**config.mk**
```make
export PLATFORM = sky130hd
export DESIGN_NAME = video_unit_bitstream_parser
export DESIGN_NICKNAME = d
export VERILOG_FILES = /design/src/rtl/vubp_pkg.sv /design/src/rtl/video_unit_bitstream_parser.sv
export SDC_FILE = /design/constraint.sdc
export NUM_CORES = 1
export LEC_CHECK = 0
export ABC_CLOCK_PERIOD_IN_PS = 4900
export BUFFER_PORTS_ARGS = -buffer_cell sky130_fd_sc_hd__buf_2
export CAP_MARGIN = 20
export CORE_MARGIN = 2
export CORE_UTILIZATION = 55
export CTS_BUF_LIST = sky130_fd_sc_hd__clkbuf_4
export DETAILED_ROUTE_END_ITERATION = 12
export PLACE_DENSITY = 0.79
export SETUP_SLACK_MARGIN = 0.3
export SYNTH_ARGS = -nofsm -noshare
export SYNTH_HDL_FRONTEND = slang
export SYNTH_SLANG_ARGS = --single-unit
```
**constraint.sdc**
```tcl
create_clock -name i_clk -period 4.9 [get_ports i_clk]
set_input_delay 0.98 -clock i_clk [delete_from_list [all_inputs] [get_ports i_clk]]
set_output_delay 0.98 -clock i_clk [all_outputs]
set_load 0.01 [all_outputs]
```
**src/rtl/vubp_pkg.sv**
```systemverilog
// Package for the unit header parser: phase codes, result kinds,
// configuration register indexes and the result record type.
// No dependencies.
`default_nettype none

package vubp_pkg;

    typedef enum logic [2:0] {
        PH_HEADER  = 3'd0,
        PH_SEQ_H   = 3'd1,
        PH_SEQ_W   = 3'd2,
        PH_SEQ_F   = 3'd3,
        PH_FR_QP   = 3'd4,
        PH_FR_LEN  = 3'd5,
        PH_PAYLOAD = 3'd6
    } t_phase;

    typedef enum logic [2:0] {
        KIND_SEQ     = 3'd0,
        KIND_FRAME   = 3'd1,
        KIND_PAYLOAD = 3'd2,
        KIND_UNKNOWN = 3'd3,
        KIND_TRUNC   = 3'd4
    } t_kind;

    localparam int unsigned CFG_IDX_W  = 2;
    localparam int unsigned CFG_DATA_W = 4;

    localparam logic [CFG_IDX_W-1:0] CFG_SEQ_TYPE   = 2'd0;
    localparam logic [CFG_IDX_W-1:0] CFG_INTRA_TYPE = 2'd1;
    localparam logic [CFG_IDX_W-1:0] CFG_INTER_TYPE = 2'd2;

    localparam int unsigned VAL_W   = 30;
    localparam int unsigned QDEPTH  = 3;
    localparam int unsigned TDATA_W = 120;

    typedef struct packed {
        t_kind             kind;
        logic [3:0]        unit_type;
        logic [3:0]        param_set_id;
        logic [VAL_W-1:0]  pic_height;
        logic [VAL_W-1:0]  pic_width;
        logic              split_entropy;
        logic              adaptive_intra;
        logic [7:0]        frame_qp;
        logic [VAL_W-1:0]  payload_length;
        logic [7:0]        data_byte;
        logic              last_payload;
        logic              last_of_item;
    } t_result;

endpackage

`default_nettype wire

```
**src/rtl/video_unit_bitstream_parser.sv**
```systemverilog
// Unit header parser top level: byte stream in, parsed result words out.
// Depends on vubp_pkg.
//
// Usage:
//   The slave channel takes one stream byte per word in s_axis_tdata[7:0];
//   s_axis_tlast marks the last byte of a buffer. Each accepted byte is
//   parsed in the cycle it is taken and produces zero, one or two result
//   words, which go into a three-entry output queue. The master channel
//   carries the result kind in m_axis_tuser, the end of a frame payload in
//   m_axis_tlast and the remaining fields in m_axis_tdata.
//   Result words are registered in the output queue before they reach
//   the master side. Throughput is one byte per cycle while bytes give at
//   most one result each and the receiver takes every word; the queue
//   drains one word per cycle, so a byte that gives two results (a result
//   followed by a truncation error) holds off the next byte. s_axis_tready
//   is high while the queue holds at most one word.
//   Reset (synchronous, active low) empties the queue, returns the parser
//   to waiting for a unit header and loads the type code registers with
//   0, 1 and 2. When the receiver stalls, the queue fills and s_axis_tready
//   drops; no word is lost. The user writes the type code registers through
//   the configuration port only while the parser is idle; nothing checks it.
`default_nettype none

module video_unit_bitstream_parser
    import vubp_pkg::*;
(
    input  wire logic                  i_clk,
    input  wire logic                  i_rst_n,
    // Configuration write port.
    input  wire logic                  i_cfg_wr_en,
    input  wire logic [CFG_IDX_W-1:0]  i_cfg_index,
    input  wire logic [CFG_DATA_W-1:0] i_cfg_wdata,
    // Byte input channel.
    input  wire logic                  s_axis_tvalid,
    output logic                       s_axis_tready,
    input  wire logic [7:0]            s_axis_tdata,  // [7:0] byte_in
    input  wire logic                  s_axis_tlast,  // stream_end
    // Result channel.
    output logic                       m_axis_tvalid,
    input  wire logic                  m_axis_tready,
    // [3:0] unit_type, [7:4] param_set_id, [37:8] pic_height,
    // [67:38] pic_width, [68] split_entropy, [69] adaptive_intra,
    // [77:70] frame_qp, [107:78] payload_length, [115:108] data_byte,
    // [116] last_of_item, [119:117] zero
    output logic [TDATA_W-1:0]         m_axis_tdata,
    output logic [2:0]                 m_axis_tuser,  // [2:0] kind
    output logic                       m_axis_tlast   // last_payload
);

    // Configuration registers.
    logic [3:0] r_seq_code;
    logic [3:0] r_intra_code;
    logic [3:0] r_inter_code;

    // Parser state.
    t_phase            r_phase,        n_phase;
    logic [VAL_W-1:0]  r_acc,          n_acc;
    logic [1:0]        r_vleft,        n_vleft;
    logic [3:0]        r_held_type,    n_held_type;
    logic [3:0]        r_held_id,      n_held_id;
    logic [VAL_W-1:0]  r_held_height,  n_held_height;
    logic [VAL_W-1:0]  r_held_width,   n_held_width;
    logic [7:0]        r_held_qp,      n_held_qp;
    logic [VAL_W-1:0]  r_payload_left, n_payload_left;

    // Output queue, entry 0 is the head.
    t_result           r_q [QDEPTH];
    t_result           n_q [QDEPTH];
    logic [1:0]        r_cnt, n_cnt;

    logic              s_accept;
    logic              m_pop;
    logic [7:0]        b;

    // Varint step.
    logic              v_done;
    logic [VAL_W-1:0]  v_acc;
    logic [1:0]        v_left;

    t_result           prim, trunc, slot0, slot1;
    logic              prim_v, trunc_v, open_unit;
    logic              slot0_v, slot1_v;
    logic [1:0]        base;

    assign b             = s_axis_tdata;
    assign s_axis_tready = (r_cnt <= 2'd1);
    assign s_accept      = s_axis_tvalid && s_axis_tready;
    assign m_axis_tvalid = (r_cnt != 2'd0);
    assign m_pop         = m_axis_tvalid && m_axis_tready;

    always_ff @(posedge i_clk) begin
        if (!i_rst_n) begin
            r_seq_code   <= 4'd0;
            r_intra_code <= 4'd1;
            r_inter_code <= 4'd2;
        end else if (i_cfg_wr_en) begin
            case (i_cfg_index)
                CFG_SEQ_TYPE:   r_seq_code   <= i_cfg_wdata;
                CFG_INTRA_TYPE: r_intra_code <= i_cfg_wdata;
                CFG_INTER_TYPE: r_inter_code <= i_cfg_wdata;
                default: ;
            endcase
        end
    end

    // A varint byte either starts a value (top bit 0 is a one-byte value,
    // 10 and 11 announce one or three more bytes) or shifts in eight bits.
    always_comb begin
        v_done = 1'b0;
        v_acc  = r_acc;
        v_left = r_vleft;
        if (r_vleft == 2'd0) begin
            if (!b[7]) begin
                v_done = 1'b1;
                v_acc  = {{(VAL_W-8){1'b0}}, b};
            end else begin
                v_acc  = {{(VAL_W-6){1'b0}}, b[5:0]};
                v_left = b[6] ? 2'd3 : 2'd1;
            end
        end else begin
            v_acc  = {r_acc[VAL_W-9:0], b};
            v_left = r_vleft - 2'd1;
            v_done = (r_vleft == 2'd1);
        end
    end

    always_comb begin
        n_phase        = r_phase;
        n_acc          = r_acc;
        n_vleft        = r_vleft;
        n_held_type    = r_held_type;
        n_held_id      = r_held_id;
        n_held_height  = r_held_height;
        n_held_width   = r_held_width;
        n_held_qp      = r_held_qp;
        n_payload_left = r_payload_left;
        prim           = '0;
        prim_v         = 1'b0;
        open_unit      = 1'b1;
        trunc          = '0;
        trunc_v        = 1'b0;

        if (s_accept) begin
            case (r_phase)
                PH_HEADER: begin
                    n_held_type = b[7:4];
                    n_held_id   = b[3:0];
                    n_acc       = '0;
                    n_vleft     = 2'd0;
                    // The sequence code takes priority over the frame codes.
                    if (b[7:4] == r_seq_code) begin
                        n_phase = PH_SEQ_H;
                    end else if (b[7:4] == r_intra_code || b[7:4] == r_inter_code) begin
                        n_phase = PH_FR_QP;
                    end else begin
                        prim_v    = 1'b1;
                        prim.kind = KIND_UNKNOWN;
                        open_unit = 1'b0;
                    end
                end
                PH_SEQ_H: begin
                    n_acc   = v_acc;
                    n_vleft = v_left;
                    if (v_done) begin
                        n_held_height = v_acc;
                        n_acc         = '0;
                        n_phase       = PH_SEQ_W;
                    end
                end
                PH_SEQ_W: begin
                    n_acc   = v_acc;
                    n_vleft = v_left;
                    if (v_done) begin
                        n_held_width = v_acc;
                        n_acc        = '0;
                        n_phase      = PH_SEQ_F;
                    end
                end
                PH_SEQ_F: begin
                    prim_v              = 1'b1;
                    prim.kind           = KIND_SEQ;
                    prim.pic_height     = r_held_height;
                    prim.pic_width      = r_held_width;
                    prim.split_entropy  = b[2];
                    prim.adaptive_intra = b[0];
                    n_phase             = PH_HEADER;
                    open_unit           = 1'b0;
                end
                PH_FR_QP: begin
                    n_held_qp = b;
                    n_phase   = PH_FR_LEN;
                end
                PH_FR_LEN: begin
                    n_acc   = v_acc;
                    n_vleft = v_left;
                    if (v_done) begin
                        n_payload_left      = v_acc;
                        n_acc               = '0;
                        prim_v              = 1'b1;
                        prim.kind           = KIND_FRAME;
                        prim.frame_qp       = r_held_qp;
                        prim.payload_length = v_acc;
                        if (v_acc == '0) begin
                            n_phase   = PH_HEADER;
                            open_unit = 1'b0;
                        end else begin
                            n_phase   = PH_PAYLOAD;
                        end
                    end
                end
                PH_PAYLOAD: begin
                    prim_v            = 1'b1;
                    prim.kind         = KIND_PAYLOAD;
                    prim.data_byte    = b;
                    prim.last_payload = (r_payload_left <= 30'd1);
                    if (r_payload_left <= 30'd1) begin
                        n_payload_left = '0;
                        n_phase        = PH_HEADER;
                        open_unit      = 1'b0;
                    end else begin
                        n_payload_left = r_payload_left - 30'd1;
                    end
                end
                default: begin
                    n_phase   = PH_HEADER;
                    open_unit = 1'b0;
                end
            endcase

            prim.unit_type    = n_held_type;
            prim.param_set_id = n_held_id;

            // The buffer ended inside a unit: report it and start over.
            if (s_axis_tlast && open_unit) begin
                trunc_v            = 1'b1;
                trunc.kind         = KIND_TRUNC;
                trunc.unit_type    = n_held_type;
                trunc.param_set_id = n_held_id;
                n_phase            = PH_HEADER;
                n_acc              = '0;
                n_vleft            = 2'd0;
                n_payload_left     = '0;
            end
        end
    end

    always_ff @(posedge i_clk) begin
        if (!i_rst_n) begin
            r_phase        <= PH_HEADER;
            r_acc          <= '0;
            r_vleft        <= 2'd0;
            r_held_type    <= 4'd0;
            r_held_id      <= 4'd0;
            r_held_height  <= '0;
            r_held_width   <= '0;
            r_held_qp      <= 8'd0;
            r_payload_left <= '0;
        end else begin
            r_phase        <= n_phase;
            r_acc          <= n_acc;
            r_vleft        <= n_vleft;
            r_held_type    <= n_held_type;
            r_held_id      <= n_held_id;
            r_held_height  <= n_held_height;
            r_held_width   <= n_held_width;
            r_held_qp      <= n_held_qp;
            r_payload_left <= n_payload_left;
        end
    end

    // Queue update: shift on pop, then write new words behind what remains.
    always_comb begin
        base    = r_cnt - {1'b0, m_pop};
        slot0   = prim_v ? prim : trunc;
        slot0_v = prim_v || trunc_v;
        slot1   = trunc;
        slot1_v = prim_v && trunc_v;
        slot0.last_of_item = !slot1_v;
        slot1.last_of_item = 1'b1;

        for (int i = 0; i < QDEPTH; i++) begin
            n_q[i] = r_q[i];
            if (m_pop && (i < QDEPTH - 1)) begin
                n_q[i] = r_q[(i + 1) % QDEPTH];
            end
            if (slot0_v && base == 2'(i)) begin
                n_q[i] = slot0;
            end
            if (slot1_v && 2'(base + 2'd1) == 2'(i)) begin
                n_q[i] = slot1;
            end
        end

        n_cnt = base + {1'b0, slot0_v} + {1'b0, slot1_v};
    end

    always_ff @(posedge i_clk) begin
        if (!i_rst_n) begin
            r_cnt <= 2'd0;
        end else begin
            r_cnt <= n_cnt;
        end
    end

    always_ff @(posedge i_clk) begin
        for (int i = 0; i < QDEPTH; i++) begin
            r_q[i] <= n_q[i];
        end
    end

    assign m_axis_tuser = r_q[0].kind;
    assign m_axis_tlast = r_q[0].last_payload;
    assign m_axis_tdata = {3'd0,
                           r_q[0].last_of_item,
                           r_q[0].data_byte,
                           r_q[0].payload_length,
                           r_q[0].frame_qp,
                           r_q[0].adaptive_intra,
                           r_q[0].split_entropy,
                           r_q[0].pic_width,
                           r_q[0].pic_height,
                           r_q[0].param_set_id,
                           r_q[0].unit_type};

    // The queue never holds more words than it has entries.
    a_queue_bound: assert property (@(posedge i_clk) disable iff (!i_rst_n)
        r_cnt <= 2'(QDEPTH))
        else $error("output queue overflow");

    // Every buffer end leaves the parser waiting for a header.
    a_end_to_header: assert property (@(posedge i_clk) disable iff (!i_rst_n)
        (s_accept && s_axis_tlast) |=> (r_phase == PH_HEADER))
        else $error("parser not back at header after stream end");

    // A payload phase always has bytes still to come.
    a_payload_nonzero: assert property (@(posedge i_clk) disable iff (!i_rst_n)
        (r_phase == PH_PAYLOAD) |-> (r_payload_left != '0))
        else $error("payload phase with zero bytes left");

    // A pending multi-byte varint exists only in a varint phase.
    a_varint_phase: assert property (@(posedge i_clk) disable iff (!i_rst_n)
        (r_vleft != 2'd0) |->
            (r_phase == PH_SEQ_H || r_phase == PH_SEQ_W || r_phase == PH_FR_LEN))
        else $error("varint bytes pending outside a varint phase");

    // A stalled result word stays on the bus unchanged until it is taken.
    a_hold_until_taken: assert property (@(posedge i_clk) disable iff (!i_rst_n)
        (m_axis_tvalid && !m_axis_tready) |=> (m_axis_tvalid && $stable(m_axis_tdata)))
        else $error("stalled result word changed before it was taken");

endmodule

`default_nettype wire

```
* Yosys cells after proc, flatten, opt, wreduce, memory -nomap -nowiden
Memory sizes are Yosys's and may differ from the RTL's. Cells that the tools add are included.
Word-level totals: register bits after elaboration 147, latch bits 0, memory bits (writable) 363, bits in read-only memories 0, bits of input ports 20, output and inout bits 126, logic and storage cells 140, memories kept 1
Memories:
- r_q | words 3, bits a word 121, rd ports 3, clocked after memory_dff 0, wr ports 3, RTL line video_unit_bitstream_parser.sv:67 | t_result r_q [QDEPTH];
Operators by class: add/sub/neg operators 6, multipliers 0, div/mod/pow operators 0, $lt $le $gt $ge 2, equality and inequality tests 22, shift-type cells 0, mux-type cells 61, bitwise logic cells 0, reduce and logical (&&, ||, !) cells 35
Operator list (number):
- 121-bit two-way mux | 9
- 30-bit two-way mux | 4
- 119-bit two-way mux | 1
- 38-bit two-way mux | 2
- 62-bit two-way mux | 1
- 30-bit case mux with 2 select lines | 1
- 22-bit two-way mux | 2
- 22-bit case mux with 2 select lines | 1
- 30-bit by 1-bit less-or-equal comparator with 1-bit output (second input constant) | 1
- 30-bit logical NOT | 1
- 30-bit by 1-bit subtractor with 30-bit output (second input constant) | 1
- 3-bit two-way mux | 8
- 11-bit two-way mux | 2
- 3-bit case mux with 6 select lines | 1
- 1-bit two-way mux | 15
- 4-bit equality test | 3
- 2-bit two-way mux | 6
- 3-bit != test (second input constant) | 4
- 3-bit AND reduction | 4
- 1-bit logical AND | 10
- 2-bit AND reduction | 5
- 3-bit equality test (second input constant) | 3
- 9-bit two-way mux | 1
- 2-bit by 1-bit equality test with 1-bit output (second input constant) | 4
- 25 further kinds | 36

* Longest topological paths before layout
depth after elaboration 14, gate-level depth with buffers 14, mapped depth without buffers 11

* Worst setup path before layout
Ideal clock, no wire load.
path type input to register, start point in m_axis_tready, end point mem r_q[0][280] in the netlist's numbering, setup time 0.132 ns, data arrival time 3.647 ns, required time 4.768 ns, setup slack 1.121 ns, stages on the path 11, path buffers 4, cell sequence nand2_1 inv_2 buf_1 clkbuf_1 ha_1 xnor2_1 nand2_1 nor3_1 clkbuf_1 clkbuf_1 a21oi_1
RTL lines:
- start: declaration | RTL line video_unit_bitstream_parser.sv:40 | input wire logic m_axis_tready,
- end: declaration | RTL line video_unit_bitstream_parser.sv:67

==> results.toml <==
[run_status]
status = "complete, no violations"

[place]
place_area_um2 = 23700
preCtsSetupSlack_ns = 0.438
place_hpwl_mm = 37.4
dp_cells = 2848
port_buffers = 142
gp_routability_congestion = 0.892

[cells_and_area]
syn_to_final_growth_pct = 7.50
layout.cells.non_filler = 3076
layout-drive-gt1-share = 0.245
utilization = 0.602
fin_nets = 2473
stdcell_area_um2 = 25400

[synth]
syn_avg_cell_area_um2 = 9.58
dominantRegCellSynth = "dfxtp_1"
ys_ff_latch = 510
synth_commonest_cells = "dfxtp_1 (483), a21oi_1 (306), nor2_1 (260)"
synth-seq-area-share = 0.443
synth.most_common_cell = "dfxtp_1"
post-synth-top-area-fraction = 0.409
yosys.area.top_type = "dfxtp_1"
yosysUniqueCellTypes = 66
syn_inst = 2468
async_flop_share = 0
mappedNetlistArea_um2 = 23700
synth_edf_count = 27
yosysWarningCount = 0
synthTopCellsByArea = "dfxtp_1 (41%), mux2i_1 (11%), a211oi_2 (10%)"

[sta]
fin_skew_ns = 0.0644
max_slew_margin = 0.259
finalSetupTns_ns = 0
min_period_ns = 3.88
hold_viol_final = 0
max_freq_ghz = 0.257
timing.final.max_slew_violations = 0
setup_slack_ns = 1.02
worst_slew_pin_slew_ns = 1.11
final-setup-viol-count = 0
grt_setup_unrepaired = "false"
period_share = 0.793

[worst_setup_path]
critPathKind = "flop to flop"
required_ns = 5.39
slowest_delay_ns = 0.55
startpoint_type = "flop"
crit_arrival_ns = 4.37
crit_fanout = 14
reg2reg_slack_ns = 1.02
cp_cell_sequence = "nor4_4, nor4b_1, and4_1, buf_4, nor2_2, o311ai_4, a21oi_1, nor2_1, nand2_1"
critPathSlowestCell = "nor2_1"
worstSetupEndpointType = "flop"

[floorplanning]
chipWidth_um = 211
die_area_um2 = 44700
start_util = 0.560
io_pins = 146
die_y_um = 211
core-area_um2 = 42200
rows = 75

[clocking]
clock_latency_ns = 0.86
cts-buffers-inserted = 134
cts_sinks = 510
cts_root_buf = "clkbuf_4"
cts_tree = "done"
clock_tree.buffer_depth = 3
postCtsSetupBuffers = 0
cts_resized = 0
cts-hold-fix-buffers = 0
clk_pin_slew_ns = 0.06
cts-htree-levels = 4

[worst_hold_path]
hp-class = "primary input to flop"

[global_routing]
grt_pass1_vias = 18598
antenna_found_initial = 2
grt_usage = 0.275
grt-busiest-layer = "met2"
grt_max_degree = 135
grt_overflow_total = 0
grt_pass1_wl_mm = 97.6
use_met3 = 0.0733
grtUsageMet1 = 0.329
grt_use_met2 = 0.459

[routing]
post_drt_wl_per_cell_um = 20.4
postRouteAntennaNets = 0
dr_total_vias = 19024
drc = 0
routed_wl_mm = 62.7
drt_iter0_drc = 1618
drt_pre_antenna_iters = 6
vias_per_cell = 6.18

[power]
vdd_ir_drop_max_uv = 365
p_leak_nw = 9.68
power_per_cell_area_nw_per_um2 = 594

[flow_run]
maxCapViolations = 0
==> critical path, delay by kind of cell (launching register included) <==
| kind | cells | cell delay (ns) |
|---|---|---|
| AO/OA/AOI/OAI | 2 | 0.72 |
| AND/OR/NAND/NOR | 6 | 2.21 |
| flip-flops | 1 | 0.37 |
| buffers and inverters | 1 | 0.22 |
==> power by group <==
| group | leakage (nW) | switching [W] | total, W | internal, W |
|---|---|---|---|---|
| Combinational | 4.46 | 0.00306 | 0.00551 | 0.00246 |
| Sequential | 4.22 | 0.000573 | 0.00583 | 0.00526 |
| Clock | 0.999 | 0.00176 | 0.00377 | 0.00201 |
| Total | 9.68 | 0.00539 | 0.0151 | 0.00973 |
==> cell type report <==
class	instances	area, um2
sequential	510	10500
fill	3537	16800
inverter	15	65.1
antenna	3	7.51
timing repair buffer	188	1300
tap	539	674
multi-input combinational	1599	11200
clock inverter	30	260
clock buffer	192	1440
==> cells by family after synthesis <==
family,share of synthesized area
other,0.000159
flip-flops,0.443
AND/OR/NAND/NOR,0.106
multiplexers,0.106
AO/OA/AOI/OAI,0.246
XOR/XNOR,0.00778
adder cells (fa/ha/maj),0.00328
buffers and inverters,0.0881
==> routing by layer <==
layer | share of wire | routed length (um)
met1 | 0.40 | 25400
met2 | 0.48 | 30200
met3 | 0.077 | 4840
met4 | 0.036 | 2260
met5 | 0 | 0
==> flip-flops by register name, summed over array words and instances, names as in the netlist, 3 cells and up <==
| register | count |
|---|---|
| r_held_height | 30 |
| r_phase | 3 |
| r_intra_code | 4 |
| r_held_width | 30 |
| r_inter_code | 4 |
| r_payload_left | 30 |
| r_q | 363 |
| r_held_type | 4 |
| r_held_qp | 8 |
| r_acc | 22 |
| r_seq_code | 4 |
| r_held_id | 4 |
==> stage by stage <==
step	hold slack [ns]	power [W]
floorplan	0.432	0.0106
global placement	0.441	0.0112
detailed placement	0.447	0.0114
CTS	0.331	0.0152
global route	0.369	0.0159
finish	0.397	0.0151
==> path summary, 6_finish.rpt <==
check,from,to,cells past startpoint
hold reg to reg,r_q[0][275],r_q[0][275],2
setup reg to reg,r_payload_left[4],r_q[0][233],9
hold / removal,i_cfg_wdata[1],r_inter_code[1],3
setup / recovery,r_payload_left[4],r_q[0][233],9
==> placed cells by master (no fill, tap or decap), types with 10 or more instances in the layout <==
master,netlist,routed
dfxtp_1,483,483
a21oi_1,306,305
nor2_1,260,258
mux2i_1,251,251
a211oi_2,192,192
clkbuf_4,0,192
nand2_1,173,173
buf_2,52,143
o21ai_0,70,70
a32o_1,68,68
nand3_1,50,50
a211oi_1,27,27
edfxtp_1,27,27
buf_4,149,25
nor3_1,26,22
a22o_1,22,22
xnor2_1,19,19
buf_12,0,18
a31oi_1,15,15
nor4_1,15,14
clkinv_1,0,13
inv_1,10,10
(Power assumes the default switching activity.)
